## config.mk

```make
export PLATFORM = sky130hd
export DESIGN_NAME = case_convert_utf8_encode_top_flat
export DESIGN_NICKNAME = d
export VERILOG_FILES = /design/src/ccu8_pkg.sv /design/src/ccu8_cp_if.sv /design/src/ccu8_byte_if.sv /design/src/case_convert_utf8_encode_top.sv /design/src/flat_wrapper.sv
export SDC_FILE = /design/constraint.sdc
export NUM_CORES = 1
export LEC_CHECK = 0
export BUFFER_PORTS_ARGS = -buffer_cell sky130_fd_sc_hd__buf_4
export CORE_MARGIN = 2
export CORE_UTILIZATION = 30
export CTS_CLUSTER_DIAMETER = 150
export DETAILED_ROUTE_END_ITERATION = 7
export GPL_TIMING_DRIVEN = 0
export PLACE_DENSITY_LB_ADDON = 0.12
export SLEW_MARGIN = 20
export SYNTH_ARGS = -nofsm -noshare
export SYNTH_HDL_FRONTEND = slang
export SYNTH_SLANG_ARGS = --single-unit
export TNS_END_PERCENT = 1
```

## constraint.sdc

```tcl
create_clock -name clk_i -period 3.65 [get_ports clk_i]
set_input_delay 0.5475 -clock clk_i [delete_from_list [all_inputs] [get_ports clk_i]]
set_output_delay 0.5475 -clock clk_i [all_outputs]
set_load 0.005 [all_outputs]
```

## src/ccu8_pkg.sv

```systemverilog
// Package for the case-converting UTF-8 encoder.
// Holds the case mode codes and the code point constants shared by the design.
// Depends on nothing.
package ccu8_pkg;

  localparam int unsigned CpWidth   = 21;
  localparam int unsigned ByteWidth = 8;

  typedef enum logic [1:0] {
    MODE_NONE       = 2'd0,
    MODE_CAPITALIZE = 2'd1,
    MODE_UPPER      = 2'd2,
    MODE_LOWER      = 2'd3
  } mode_e;

  typedef logic [CpWidth-1:0]   cp_t;
  typedef logic [ByteWidth-1:0] byte_t;

  // Index of the last byte of an encoding: 0 for one byte up to 3 for four.
  typedef logic [1:0] byte_idx_t;

  localparam cp_t CpSpace   = 21'h00020;
  localparam cp_t CpTab     = 21'h00009;
  localparam cp_t CpNewline = 21'h0000A;

  localparam cp_t LatinUpLo = 21'h00041;
  localparam cp_t LatinUpHi = 21'h0005A;
  localparam cp_t LatinLoLo = 21'h00061;
  localparam cp_t LatinLoHi = 21'h0007A;
  localparam cp_t CyrUpLo   = 21'h00410;
  localparam cp_t CyrUpHi   = 21'h0042F;
  localparam cp_t CyrLoLo   = 21'h00430;
  localparam cp_t CyrLoHi   = 21'h0044F;
  localparam cp_t CyrExUpLo = 21'h00400;
  localparam cp_t CyrExUpHi = 21'h0040F;
  localparam cp_t CyrExLoLo = 21'h00450;
  localparam cp_t CyrExLoHi = 21'h0045F;
  localparam cp_t CaseStep  = 21'h00020;
  localparam cp_t CaseStepEx = 21'h00050;

  localparam cp_t Limit1Byte = 21'h00080;
  localparam cp_t Limit2Byte = 21'h00800;
  localparam cp_t Limit3Byte = 21'h10000;

endpackage

```

## src/ccu8_cp_if.sv

```systemverilog
// Handshake channel that carries one decoded code point per item.
// Depends on ccu8_pkg.
interface ccu8_cp_if;
  logic              valid;
  logic              ready;
  ccu8_pkg::cp_t     code_point;
  logic              first_of_text;

  modport source (output valid, output code_point, output first_of_text, input ready);
  modport sink   (input valid, input code_point, input first_of_text, output ready);
endinterface

```

## src/ccu8_byte_if.sv

```systemverilog
// Handshake channel that carries one UTF-8 byte per item with a last flag.
// Depends on ccu8_pkg.
interface ccu8_byte_if;
  logic              valid;
  logic              ready;
  ccu8_pkg::byte_t   out_byte;
  logic              last_byte;

  modport source (output valid, output out_byte, output last_byte, input ready);
  modport sink   (input valid, input out_byte, input last_byte, output ready);
endinterface

```

## src/case_convert_utf8_encode_top.sv

```systemverilog
// Top level of the case-converting UTF-8 encoder.
// Depends on ccu8_pkg, ccu8_cp_if and ccu8_byte_if.
//
// Channel      Dir   Payload                         Handshake
// cp_i         in    code_point[20:0], first_of_text valid/ready
// byte_o       out   out_byte[7:0], last_byte        valid/ready
// text_mode_*  in    text_mode[1:0]                  write enable only
//
// An item is case-converted and registered in the cycle it is accepted; its
// one to four bytes then leave one per cycle from the held code point while
// byte_o is ready. A new item is taken in the same cycle as the last byte of
// the previous one, and not while earlier bytes of the held item remain.
// Reset clears the held item, sets the new-word flag and the mode to none.
// A stall on byte_o holds the current byte and blocks cp_i.
module case_convert_utf8_encode_top (
  input  logic              clk_i,
  input  logic              rst_ni,
  input  logic              text_mode_we_i,
  input  logic [1:0]        text_mode_i,
  ccu8_cp_if.sink           cp_i,
  ccu8_byte_if.source       byte_o
);
  import ccu8_pkg::*;

  mode_e     mode_q;
  logic      new_word_q, new_word_d;
  logic      valid_q, valid_d;
  cp_t       cp_q, cp_d;
  byte_idx_t cnt_q, cnt_d;
  byte_idx_t idx_q, idx_d;

  logic      in_acc, out_acc, last;
  logic      ws_eff, do_upper, do_lower;
  cp_t       cp_in, cp_up, cp_lo;
  byte_idx_t grp;
  logic [5:0] cont_bits;

  // Case conversion of the incoming code point.
  always_comb begin
    cp_in = cp_i.code_point;
    cp_up = cp_in;
    if ((cp_in >= LatinLoLo && cp_in <= LatinLoHi) ||
        (cp_in >= CyrLoLo && cp_in <= CyrLoHi)) begin
      cp_up = cp_in - CaseStep;
    end else if (cp_in >= CyrExLoLo && cp_in <= CyrExLoHi) begin
      cp_up = cp_in - CaseStepEx;
    end
    cp_lo = cp_in;
    if ((cp_in >= LatinUpLo && cp_in <= LatinUpHi) ||
        (cp_in >= CyrUpLo && cp_in <= CyrUpHi)) begin
      cp_lo = cp_in + CaseStep;
    end else if (cp_in >= CyrExUpLo && cp_in <= CyrExUpHi) begin
      cp_lo = cp_in + CaseStepEx;
    end
    ws_eff   = cp_i.first_of_text | new_word_q;
    do_upper = (mode_q == MODE_UPPER) || ((mode_q == MODE_CAPITALIZE) && ws_eff);
    do_lower = (mode_q == MODE_LOWER);
  end

  assign last       = (idx_q == cnt_q);
  assign out_acc    = byte_o.valid & byte_o.ready;
  assign cp_i.ready = ~valid_q | (byte_o.ready & last);
  assign in_acc     = cp_i.valid & cp_i.ready;

  always_comb begin
    cp_d       = cp_q;
    cnt_d      = cnt_q;
    idx_d      = idx_q;
    valid_d    = valid_q;
    new_word_d = new_word_q;
    if (out_acc) begin
      idx_d = idx_q + byte_idx_t'(1);
      if (last) begin
        valid_d = 1'b0;
      end
    end
    if (in_acc) begin
      priority if (do_upper) begin
        cp_d = cp_up;
      end else if (do_lower) begin
        cp_d = cp_lo;
      end else begin
        cp_d = cp_in;
      end
      new_word_d = (cp_d == CpSpace) || (cp_d == CpTab) || (cp_d == CpNewline);
      priority if (cp_d < Limit1Byte) begin
        cnt_d = byte_idx_t'(0);
      end else if (cp_d < Limit2Byte) begin
        cnt_d = byte_idx_t'(1);
      end else if (cp_d < Limit3Byte) begin
        cnt_d = byte_idx_t'(2);
      end else begin
        cnt_d = byte_idx_t'(3);
      end
      idx_d   = '0;
      valid_d = 1'b1;
    end
  end

  always_ff @(posedge clk_i or negedge rst_ni) begin
    if (!rst_ni) begin
      mode_q     <= MODE_NONE;
      new_word_q <= 1'b1;
      valid_q    <= 1'b0;
      cnt_q      <= '0;
      idx_q      <= '0;
    end else begin
      if (text_mode_we_i) begin
        mode_q <= mode_e'(text_mode_i);
      end
      new_word_q <= new_word_d;
      valid_q    <= valid_d;
      cnt_q      <= cnt_d;
      idx_q      <= idx_d;
    end
  end

  always_ff @(posedge clk_i) begin
    cp_q <= cp_d;
  end

  // Byte selection: the lead byte at index zero, else the six-bit group
  // counted from the low end of the code point.
  assign grp = cnt_q - idx_q;

  always_comb begin
    unique case (grp)
      2'd0:    cont_bits = cp_q[5:0];
      2'd1:    cont_bits = cp_q[11:6];
      2'd2:    cont_bits = cp_q[17:12];
      default: cont_bits = 6'd0;
    endcase
  end

  always_comb begin
    if (idx_q != byte_idx_t'(0)) begin
      byte_o.out_byte = {2'b10, cont_bits};
    end else begin
      unique case (cnt_q)
        2'd0:    byte_o.out_byte = {1'b0, cp_q[6:0]};
        2'd1:    byte_o.out_byte = {3'b110, cp_q[10:6]};
        2'd2:    byte_o.out_byte = {4'b1110, cp_q[15:12]};
        default: byte_o.out_byte = {5'b11110, cp_q[20:18]};
      endcase
    end
  end

  assign byte_o.valid     = valid_q;
  assign byte_o.last_byte = last;

  // The byte index never runs past the byte count of the held item.
  assert property (@(posedge clk_i) disable iff (!rst_ni) valid_q |-> (idx_q <= cnt_q))
    else $error("byte index past the end of the encoding");

  // A new item is only taken once the held one has delivered its last byte.
  assert property (@(posedge clk_i) disable iff (!rst_ni)
                   (in_acc && valid_q) |-> (out_acc && last))
    else $error("item accepted over an unfinished encoding");

  // After a byte that is not the last, the next byte of the same item follows.
  assert property (@(posedge clk_i) disable iff (!rst_ni)
                   (out_acc && !last) |=> (valid_q && idx_q == $past(idx_q) + byte_idx_t'(1)))
    else $error("encoding cut short");

  // A single-byte encoding never has the top bit set.
  assert property (@(posedge clk_i) disable iff (!rst_ni)
                   (valid_q && cnt_q == byte_idx_t'(0)) |-> !byte_o.out_byte[7])
    else $error("single byte encoding out of range");

endmodule
```

## src/flat_wrapper.sv

```systemverilog
// flat-port wrapper written by rule: the top's interface ports become plain ports
module case_convert_utf8_encode_top_flat import ccu8_pkg::*;
  (clk_i, rst_ni, text_mode_we_i, text_mode_i, cp_i_valid, cp_i_code_point, cp_i_first_of_text, cp_i_ready, byte_o_valid, byte_o_out_byte, byte_o_last_byte, byte_o_ready);
  ccu8_cp_if cp_i_i ();
  ccu8_byte_if byte_o_i ();
  input  logic clk_i;
  input  logic rst_ni;
  input  logic text_mode_we_i;
  input  logic [1:0] text_mode_i;
  input wire logic [$bits(cp_i_i.valid)-1:0] cp_i_valid;
  input wire logic [$bits(cp_i_i.code_point)-1:0] cp_i_code_point;
  input wire logic [$bits(cp_i_i.first_of_text)-1:0] cp_i_first_of_text;
  output wire logic [$bits(cp_i_i.ready)-1:0] cp_i_ready;
  output wire logic [$bits(byte_o_i.valid)-1:0] byte_o_valid;
  output wire logic [$bits(byte_o_i.out_byte)-1:0] byte_o_out_byte;
  output wire logic [$bits(byte_o_i.last_byte)-1:0] byte_o_last_byte;
  input wire logic [$bits(byte_o_i.ready)-1:0] byte_o_ready;
  assign cp_i_i.valid = cp_i_valid;
  assign cp_i_i.code_point = cp_i_code_point;
  assign cp_i_i.first_of_text = cp_i_first_of_text;
  assign cp_i_ready = cp_i_i.ready;
  assign byte_o_valid = byte_o_i.valid;
  assign byte_o_out_byte = byte_o_i.out_byte;
  assign byte_o_last_byte = byte_o_i.last_byte;
  assign byte_o_i.ready = byte_o_ready;
  case_convert_utf8_encode_top u_core (.clk_i(clk_i), .rst_ni(rst_ni), .text_mode_we_i(text_mode_we_i), .text_mode_i(text_mode_i), .cp_i(cp_i_i), .byte_o(byte_o_i));
endmodule
```

=== Word-level counts from Yosys, hierarchy flattened ===
Cells that the tools add are included.

* Bits in registers: 29
* Input bits: 29
* Output and inout port bits: 11

* $add $sub $neg: 6
* Magnitude comparators: 15
* Equal/unequal tests: 11
* Mux-type cells: 18
* Bitwise gates (word level): 6
* Reductions and logical operators: 18

{| class="wikitable"
|+ Operator list
! operator !! number
|-
| 21-bit 2-to-1 mux || 7
|-
| 21-bit by 11-bit >= comparator with 1-bit output (second input constant) || 4
|-
| 21-bit by 11-bit less-or-equal comparator with 1-bit output (second input constant) || 4
|-
| 21-bit by 4-bit == test with 1-bit output (second input constant) || 2
|-
| 21-bit by 7-bit >= comparator with 1-bit output (second input constant) || 2
|-
| 21-bit by 7-bit less-or-equal comparator with 1-bit output (second input constant) || 2
|-
| 8-bit case mux with 3 select lines || 1
|-
| 21-bit by 6-bit adder with 21-bit output (second input constant) || 1
|-
| 21-bit by 7-bit adder with 21-bit output (second input constant) || 1
|-
| 21-bit by 6-bit == test with 1-bit output (second input constant) || 1
|-
| 21-bit by 12-bit < comparator with 1-bit output (second input constant) || 1
|-
| 21-bit by 17-bit < comparator with 1-bit output (second input constant) || 1
|-
| 21-bit by 8-bit < comparator with 1-bit output (second input constant) || 1
|-
| 21-bit by 6-bit subtractor with 21-bit output (second input constant) || 1
|-
| 21-bit by 7-bit subtractor with 21-bit output (second input constant) || 1
|-
| 6-bit case mux with 3 select lines || 1
|-
| 2-bit == test (second input constant) || 4
|-
| 2-bit 2-to-1 mux || 4
|-
| 8-bit 2-to-1 mux || 1
|-
| 1-bit logical AND || 7
|-
| 2-bit by 1-bit == test with 1-bit output (second input constant) || 3
|-
| 2-bit nonzero test || 3
|-
| 1-bit logical OR || 5
|-
| 2-bit zero test || 2
|-
| 8 further kinds || 14
|}

=== Longest topological paths before layout ===
Gate-level depths: netlist (run 1).

* Depth in word-level cells: 11
* Gate-level depth with buffers: 13

=== Least setup slack after synthesis (run 1) ===
No wires, ideal clock.

* Path kind: input-to-reg
* Start point: in cp_i_code_point[18]
* End point: reg u_core.new_word_q
* Arrival: 3.346 ns
* Required time: 3.574 ns
* Setup slack: 0.227 ns
* Stages on the path: 10
* Path buffers: 1
* Cells stage by stage: or4_4 -> nor4_4 -> nand2_1 -> a211oi_1 -> or2_2 -> clkbuf_1 -> mux2i_1 -> o221ai_1 -> or4_4 -> a22oi_2

* Word-level cells in the longest chain between the ends: 10

{| class="wikitable"
|+ Ends and longest elaborated chain
! what !! RTL line !! source
|-
| from (decl) || flat_wrapper.sv:11 || <nowiki>input wire logic [$bits(cp_i_i.code_point)-1:0] cp_i_code_point;</nowiki>
|-
| 21-bit by 11-bit >= comparator with 1-bit output, or another cell as far along || case_convert_utf8_encode_top.sv:52 || <nowiki>end else if (cp_in >= CyrExUpLo && cp_in <= CyrExUpHi) begin</nowiki>
|-
| 1-bit logical AND, on equally long branches || case_convert_utf8_encode_top.sv:52, case_convert_utf8_encode_top.sv:49, case_convert_utf8_encode_top.sv:50 ||
|-
| 21-bit 2-to-1 mux / 1-bit logical OR (equally long branches) || case_convert_utf8_encode_top.sv:52, case_convert_utf8_encode_top.sv:49 ||
|-
| 21-bit 2-to-1 mux || case_convert_utf8_encode_top.sv:49 || <nowiki>if ((cp_in >= LatinUpLo && cp_in <= LatinUpHi) ||</nowiki>
|-
| 21-bit 2-to-1 mux || case_convert_utf8_encode_top.sv:80 || <nowiki>end else if (do_lower) begin</nowiki>
|-
| 21-bit 2-to-1 mux * || case_convert_utf8_encode_top.sv:78 || <nowiki>priority if (do_upper) begin</nowiki>
|-
| 21-bit 2-to-1 mux * || case_convert_utf8_encode_top.sv:77 || <nowiki>if (in_acc) begin</nowiki>
|-
| 21-bit by 6-bit == test with 1-bit output / 21-bit by 4-bit == test with 1-bit output (equally long branches) || case_convert_utf8_encode_top.sv:85 || <nowiki>new_word_d = (cp_d == CpSpace) || (cp_d == CpTab) || (cp_d == CpNewline);</nowiki>
|-
| 1-bit logical OR || case_convert_utf8_encode_top.sv:85 ||
|-
| 1-bit logical OR * || case_convert_utf8_encode_top.sv:85 ||
|-
| to (signal assigned) || case_convert_utf8_encode_top.sv:111 || <nowiki>new_word_q <= new_word_d;</nowiki>
|-
| to (decl) || case_convert_utf8_encode_top.sv:26 || <nowiki>logic new_word_q, new_word_d;</nowiki>
|}

Every way passes the cells marked *; elsewhere a longest branch is shown, timed or not. The select of a mux whose other input is x is not followed.
A chain may end at the register's enable or synchronous reset.

=== Worst setup path in the final report (run 1) ===
* Start point: in cp_i_code_point[14]
* End point: reg u_core.cnt_q[0]

* Word-level cells in the longest chain between the ends: 11

{| class="wikitable"
|+ Ends and longest elaborated chain
! what !! RTL line !! source
|-
| 21-bit by 11-bit >= comparator with 1-bit output, or another cell as far along || case_convert_utf8_encode_top.sv:52 ||
|-
| 1-bit logical AND, on equally long branches || case_convert_utf8_encode_top.sv:52, case_convert_utf8_encode_top.sv:49, case_convert_utf8_encode_top.sv:50 ||
|-
| 21-bit 2-to-1 mux / 1-bit logical OR (equally long branches) || case_convert_utf8_encode_top.sv:52, case_convert_utf8_encode_top.sv:49 ||
|-
| 21-bit 2-to-1 mux || case_convert_utf8_encode_top.sv:49 ||
|-
| 21-bit 2-to-1 mux || case_convert_utf8_encode_top.sv:80 ||
|-
| 21-bit 2-to-1 mux * || case_convert_utf8_encode_top.sv:78 ||
|-
| 21-bit 2-to-1 mux * || case_convert_utf8_encode_top.sv:77 ||
|-
| 21-bit by 17-bit < comparator with 1-bit output || case_convert_utf8_encode_top.sv:90 || <nowiki>end else if (cp_d < Limit3Byte) begin</nowiki>
|-
| 1-bit 2-to-1 mux || case_convert_utf8_encode_top.sv:90 ||
|-
| 2-bit 2-to-1 mux || case_convert_utf8_encode_top.sv:88 || <nowiki>end else if (cp_d < Limit2Byte) begin</nowiki>
|-
| 2-bit 2-to-1 mux * || case_convert_utf8_encode_top.sv:86 || <nowiki>priority if (cp_d < Limit1Byte) begin</nowiki>
|-
| to (signal assigned) || case_convert_utf8_encode_top.sv:113 || <nowiki>cnt_q <= cnt_d;</nowiki>
|-
| to (decl) || case_convert_utf8_encode_top.sv:29 || <nowiki>byte_idx_t cnt_q, cnt_d;</nowiki>
|}

Marked as above.

==> summary.txt, run 1 <==
Timing
  – Rel. slew slack: 0.592
  – Max Fclk: about 290 MHz
  – Final period util: 0.961
  – RSZ-0062 raised after global routing: false
  – Worst hold slack: 0.0756 ns
  – Tmin final: 3.51 ns
  – Crit path setup slack, layout: 0.144 ns
  – Slew @ Worst Pin: 0.612 ns
  – Final hold violations: 0
  – Clock skew: between 0.003 and 0.004 ns
  – Setup violators final: 0
  – Max-slew violations: 0
  – Setup_tns: 0 ns

Clock tree
  – Skew-Pair Late Insertion Delay: 0.28 ns
  – Max Root-Sink Buffers: 2
  – CTS buffer count: 5
  – CTS tree: yes
  – H-tree levels: 2
  – CTS Root Cell: clkbuf_8
  – Clock sinks: 29
  – Clk slew on worst S/H paths: around 0.060 ns

Critical path
  – R2R Setup Slk: 1.07 ns
  – Worst reg2reg path depth: 10
  – Buf/Inv on CP: 2
  – Worst Setup End Kind: register
  – CP Capture Point: u_core.cnt_q[0]
  – Worst path most repeated cell: or4_1
  – Slowest-stage cell, CP: or4_1
  – Family with the most delay on the worst path: simple AND/OR/NAND/NOR gates
  – WP depth: 11
  – CP arrival: 3.71 ns
  – CP startpoint kind: primary input
  – Origin of the worst setup path: cp_i_code_point[14]
  – Critical Path RT: 3.85 ns
  – Largest stage delay on the critical path: approximately 0.63 ns
  – Cell Chain, Critical Path: buf_4 > or4_1 > or4_1 > nor3_1 > o32a_1 > or2_0 > buf_6 > o21ai_1 > nand3_2 > or4b_2 > a21oi_1
  – Setup CP Type: primary input to register
  – R2R Path Start: u_core.cnt_q[0]
  – Critical R2R Capture: u_core.new_word_q
  – Max FO, Critical Path: 7

Yosys
  – Synth unique cells: 63
  – Synthesized area: between 2000 and 3000 um2
  – Async SR Flop Fraction: 0.276
  – Cell taking the most area after synthesis: edfxtp_1
  – Top cell type's share of synthesized area: 0.249
  – Main synth FF type: edfxtp_1
  – Cells after Synth: between 200 and 300
  – Synth top area cells: edfxtp_1 25%, ha_1 8.4%, dfrtp_1 6.9%
  – Seq/Total Area, Yosys: 0.328
  – Syn Nets: 325
  – EDFF count, synth: 21
  – Yosys reg bits: 29
  – Number of warnings issued by yosys: 0
  – Avg Inst Size Synth: 9.08 um2

Layout
  – Diodes inserted: 0
  – Reg area: 832 um2
  – Share of cells above drive strength 1: 0.242
  – Fill cells: 854
  – Layout area overhead: 23.5%
  – Area of the multi-input gates: 1640 um2
  – Layout Nets: 372

Global route
  – Total GRT Usage: 0.169
  – Global-route wire length before repair: roughly 12 mm
  – Pin count of the biggest net entering global routing: 27
  – Vias in the first global route: 2358
  – Remaining global-route overflow: 0
  – Antenna violations before repair: 0

Pwr
  – Power Dens Cells: 521 nW/um2
  – Lkg Pwr: 1.21 nW
  – Power, Total: 1.63 mW
  – VDD IR max: 0.161 mV

Drt
  – Vias per inst: 5.46
  – Total wire length: 7.51 mm
  – Residual DRC count: 0
  – Final ANT Viol Nets: 0
  – Pre-antenna DRT Iters: 6
  – Vias: 2358
  – Drt wl/cell: 17.4 um
  – DR iter-0 viols: 157

Floorplan
  – Starting Density: 0.308
  – Die area: between 9000 and 10000 um2
  – Top Ports: 40
  – Site row count: 33
  – Core region area: 8220 um2
  – Die Height: 95.9 um
  – DIE WIDTH: 95.9 um

Place
  – Dpl ws: -0.538 ns
  – Final HPWL DP: 5.75 mm
  – Gpl congestion: 0.923
  – Port Buffers: 39

Outcome
  – Status: finished clean

Hold path
  – Min-delay worst type: primary input to asynchronous set/reset pin

Job
  – Max_cap viols: 0
==> synthesized netlist by cell type, types with 4 or more instances <==
| cell type | count |
|---|---|
| edfxtp_1 | 21 |
| nand2_1 | 21 |
| o21ai_0 | 21 |
| nor2_1 | 20 |
| ha_1 | 17 |
| inv_1 | 15 |
| clkbuf_1 | 14 |
| mux2i_1 | 12 |
| nand2b_1 | 11 |
| a21oi_1 | 10 |
| dfrtp_1 | 7 |
| nor3_1 | 7 |
| or2_2 | 7 |
| nand3_1 | 6 |
| a311oi_1 | 5 |
| a211oi_1 | 4 |
| a222oi_1 | 4 |
| and3_1 | 4 |
| mux2_2 | 4 |
| nor2b_1 | 4 |
| nor4_1 | 4 |
| o311a_1 | 4 |
==> per-stage QoR <==
stage	utilization	instances	cell area (um2)
final	0.381	432	3130
after global routing	0.381	432	3130
after CTS	0.374	431	3070
after detailed placement	0.360	423	2960
after global placement	0.360	423	2960
after floorplan	-	279	2530
==> what timing repair did <==
| action | 4_1_cts | 5_1_grt |
|---|---|---|
| gates resized for setup | 2 | 9 |
| hold buffers | 0 | 0 |
| pin swaps | 0 | 1 |
| buffers inserted | 0 | 2 |
| endpoints found under the setup margin | 2 | 2 |
==> sequential cells by signal (all words and copies together), names as in the netlist <==
register / cells
u_core.cp_q: 21
u_core.mode_q: 2
u_core.idx_q: 2
u_core.new_word_q: 1
u_core.cnt_q: 2
u_core.byte_o.valid: 1
==> area by class of cell <==
class	instances	area share
Clock buffer	7	0.0308
Tap cell	105	0.0420
Multi-Input combinational cell	220	0.523
Inverter	15	0.0180
Sequential cell	29	0.266
Buffer	14	0.0200
Timing Repair Buffer	41	0.0984
Clock inverter	1	0.00160
==> power breakdown <==
part           switching (mW)  internal (mW)  leakage (nW)
registers              0.0507          0.435         0.277
clock network           0.119          0.170        0.0542
logic                   0.466          0.389         0.874
total                   0.636          0.994          1.21
==> per-layer routing <==
| metal | up-vias | wire, um | global-route usage |
|---|---|---|---|
| met5 | - | 0 | 0 |
| met4 | 0 | 223 | 0.0714 |
| met3 | 15 | 205 | 0.0180 |
| met2 | 57 | 3720 | 0.301 |
| met1 | 1127 | 3350 | 0.207 |
| li1 | 1159 | - | - |
==> cells in the final DEF (no fill, tap or decap), types with 10 or more instances in the layout <==
master and count:
buf_4 41, o21ai_0 21, nand2_1 21, edfxtp_1 21, nor2_1 20, ha_1 17, inv_1 15, mux2i_1 12
clkbuf_1 11, nand2b_1 11, a21oi_1 10
==> worst min-delay path by stage <==
stage / start / end / slack (ns) / cells past startpoint
6_report: rst_ni / u_core.byte_o.valid / 0.08 / 1
3_5_place_dp: rst_ni / u_core.mode_q[1] / 0.37 / 1
3_3_place_gp: rst_ni / u_core.mode_q[1] / 0.37 / 1
4_1_cts: rst_ni / u_core.byte_o.valid / 0.07 / 1
5_1_grt: rst_ni / u_core.byte_o.valid / 0.08 / 1
2_1_floorplan: rst_ni / u_core.byte_o.valid / 0.25 / 0
==> kinds of logic after synthesis <==
logic type               synth area share
XOR/XNOR                           0.0104
flip-flops                          0.328
multiplexers                       0.0652
buffers and inverters              0.0474
adder cells (fa/ha/maj)            0.0839
AND/OR/NAND/NOR                     0.250
AO/OA/AOI/OAI                       0.215
==> worst reg2reg max path, delay by kind of cell, from the launching register on <==
kind / cells / cell delay [ns]
DFF: 1 / 0.41
and+or+nand+nor: 6 / 1.00
adders and majority gates: 1 / 0.30
AOI/OAI and AO/OA: 1 / 0.19
buffers and inverters: 2 / 0.61
Power figures use the tool's default switching activity.
==> run 2, diff against run 1 <==
Settings changed: HOLD_SLACK_MARGIN set to 0.12.
==> run 2 against run 1 <==
  * Setup slack worse by 0.0053 ns
  * Wire length about the same
  * Clock skew unchanged
  * Fmax down 0.15%
  * Count of clock-buffer cells in the layout unchanged
  * Cell area up 0.32%
  * Flip-flop and latch count unchanged
  * Via count up 0.17%
  * Sequential power about the same
  * First-iteration DRC count up 0.64%
  * Core utilization up 0.12 points
  * Largest power group unchanged
==> summary.txt, run 2 (synthesized netlist as in run 1, its figures left out) <==
Global route
  – Pin count of the biggest net entering global routing: 27 (unchanged)
  – Remaining global-route overflow: 0 (unchanged)
  – Total GRT Usage: 0.169 (about the same)
  – Global-route wire length before repair: 11.9 mm (about the same)
  – Antenna violations before repair: 0 (unchanged)
  – Vias in the first global route: 2359 (was 2358)

Timing
  – Slew @ Worst Pin: 0.614 ns (was 0.612 ns)
  – Setup violators final: 0 (unchanged)
  – Rel. slew slack: 0.590 (was 0.592)
  – Max-slew violations: 0 (unchanged)
  – RSZ-0062 raised after global routing: false (unchanged)
  – Clock skew: 0.00302 ns (unchanged)
  – Setup_tns: 0 ns (unchanged)
  – Tmin final: 3.51 ns (about the same)
  – Final hold violations: 0 (unchanged)
  – Max Fclk: 285 MHz (about the same)
  – Final period util: 0.962 (was 0.961)

Pwr
  – VDD IR max: 0.161 mV (about the same)
  – Power, Total: 1.63 mW (about the same)
  – Power Dens Cells: 520 nW/um2 (was 521 nW/um2)
  – Lkg Pwr: 1.21 nW (about the same)

Clock tree
  – Max Root-Sink Buffers: 2 (unchanged)
  – CTS buffer count: 5 (unchanged)
  – Clock sinks: 29 (unchanged)
  – Clk slew on worst S/H paths: 0.06 ns (about the same)
  – Skew-Pair Late Insertion Delay: 0.28 ns (about the same)
  – CTS tree: yes (unchanged)
  – H-tree levels: 2 (unchanged)
  – CTS Root Cell: clkbuf_8 (unchanged)

Floorplan
  – Starting Density: 0.308 (unchanged)
  – Die area: 9200 um2 (unchanged)
  – Core region area: 8220 um2 (unchanged)
  – Site row count: 33 (unchanged)
  – DIE WIDTH: 95.9 um (unchanged)
  – Die Height: 95.9 um (unchanged)
  – Top Ports: 40 (unchanged)

Layout
  – Area of the multi-input gates: 1640 um2 (unchanged)
  – Fill cells: 853 (was 854)
  – Most common cell after layout, fill and taps aside: buf_4 (unchanged)
  – Diodes inserted: 0 (unchanged)
  – Reg area: 832 um2 (unchanged)
  – Share of cells above drive strength 1: 0.241 (was 0.242)
  – Final Core Density: 0.382 (was 0.381)
  – Max reg flops: 21 (unchanged)
  – Commonest cells after routing, fill and taps aside: 41 x buf_4, 21 x o21ai_0, 21 x nand2_1, 21 x edfxtp_1, 20 x nor2_1 (unchanged)
  – Top reg by flops: u_core.cp_q (unchanged)
  – Layout Nets: 373 (was 372)
  – Layout area overhead: 23.9% (was 23.5%)
  – Post-route insts no fill: 433 (was 432)

Drt
  – DR iter-0 viols: 158 (was 157)
  – Vias: 2362 (was 2358)
  – Total wire length: 7.50 mm (was 7.51 mm)
  – Final ANT Viol Nets: 0 (unchanged)
  – Pre-antenna DRT Iters: 6 (unchanged)
  – Residual DRC count: 0 (unchanged)
  – Vias per inst: 5.45 (was 5.46)
  – Drt wl/cell: 17.3 um (was 17.4 um)

Critical path
  – Cell Chain, Critical Path: buf_4 > or4_1 > or4_1 > nor3_1 > o32a_1 > or2_0 > buf_6 > o21ai_1 > nand3_2 > or4b_2 > a21oi_1 (unchanged)
  – Largest stage delay on the critical path: 0.63 ns (about the same)
  – CP startpoint kind: primary input (unchanged)
  – CP arrival: 3.71 ns (about the same)
  – Slowest-stage cell, CP: or4_1 (unchanged)
  – Max FO, Critical Path: 7 (unchanged)
  – Setup CP Type: primary input to register (unchanged)
  – Critical Path RT: 3.85 ns (about the same)
  – Worst path most repeated cell: or4_1 (unchanged)
  – Worst Setup End Kind: register (unchanged)

Place
  – Gpl congestion: 0.923 (unchanged)
  – Final HPWL DP: 5.75 mm (unchanged)
  – Placed insts: 423 (unchanged)
  – Port Buffers: 39 (unchanged)

Job
  – Max_cap viols: 0 (unchanged)

Hold path
  – Min-delay worst type: primary input to register (was primary input to asynchronous set/reset pin)

Outcome
  – Status: finished clean (unchanged)
run 2: changes by cell type in the layout (fill, tap and decap cells not counted), sizes merged:
cell and change:
dlygate4sd3 +1
run 2: where the power goes:
part	total (mW)	switching, mW	internal (mW)
clock	0.289	0.119	0.170
sequential	0.486	0.0507	0.435
combinational	0.856	0.466	0.390
total	1.63	0.636	0.995
run 2: cell type report:
type	instances	share of cell area
sequential	29	0.265
clock buffer	7	0.0307
timing repair buffer	42	0.101
clock inverter	1	0.00159
multi-input combinational	220	0.522
inverter	15	0.0179
buffer	14	0.0199
tap	105	0.0419
run 2: per-layer routing:
| metal | track usage | part of all wire | up-vias |
|---|---|---|---|
| li1 | - | - | 1161 |
| met1 | 0.208 | 0.44 | 1122 |
| met2 | 0.301 | 0.50 | 64 |
| met3 | 0.0180 | 0.031 | 15 |
| met4 | 0.0714 | 0.030 | 0 |
| met5 | 0 | 0 | - |
run 2: final timing paths:
check	startpoint	endpoint	slack, ns	depth (start not counted)
worst min-delay path	cp_i_code_point[1]	u_core.cp_q[1]	0.46	1
worst min register to register	u_core.idx_q[0]	u_core.idx_q[0]	0.53	1
min in group asynchronous	rst_ni	u_core.byte_o.valid	0.62	2
worst max-delay path	cp_i_code_point[14]	u_core.cnt_q[0]	0.14	11
max in group asynchronous	rst_ni	u_core.new_word_q	2.82	2
worst max register to register	u_core.cnt_q[0]	u_core.new_word_q	1.07	10
run 2: metrics by stage:
step                area, um2  hold WS, ns  setup WS, ns
floorplan                2530        0.252         0.227
global placement         2960        0.374        -0.564
detailed placement       2960        0.375        -0.538
CTS                      3080        0.447       -0.0835
global route             3140        0.448       0.00906
finish                   3140        0.456         0.139
run 2: what timing repair did:
action | in CTS | in global routing
endpoints found under the hold margin | 7 | 0
pin swaps | 0 | 1
hold buffers | 1 | 0
endpoints found under the setup margin | 2 | 2
setup buffers | 0 | 2
resized for setup | 2 | 9
run 2: worst max-delay path: cells and delay by family:
kind                   cells  cell delay (ns)
buffers and inverters      2             0.25
and+or+nand+nor            6             2.38
AOI/OAI and AO/OA          3             0.52
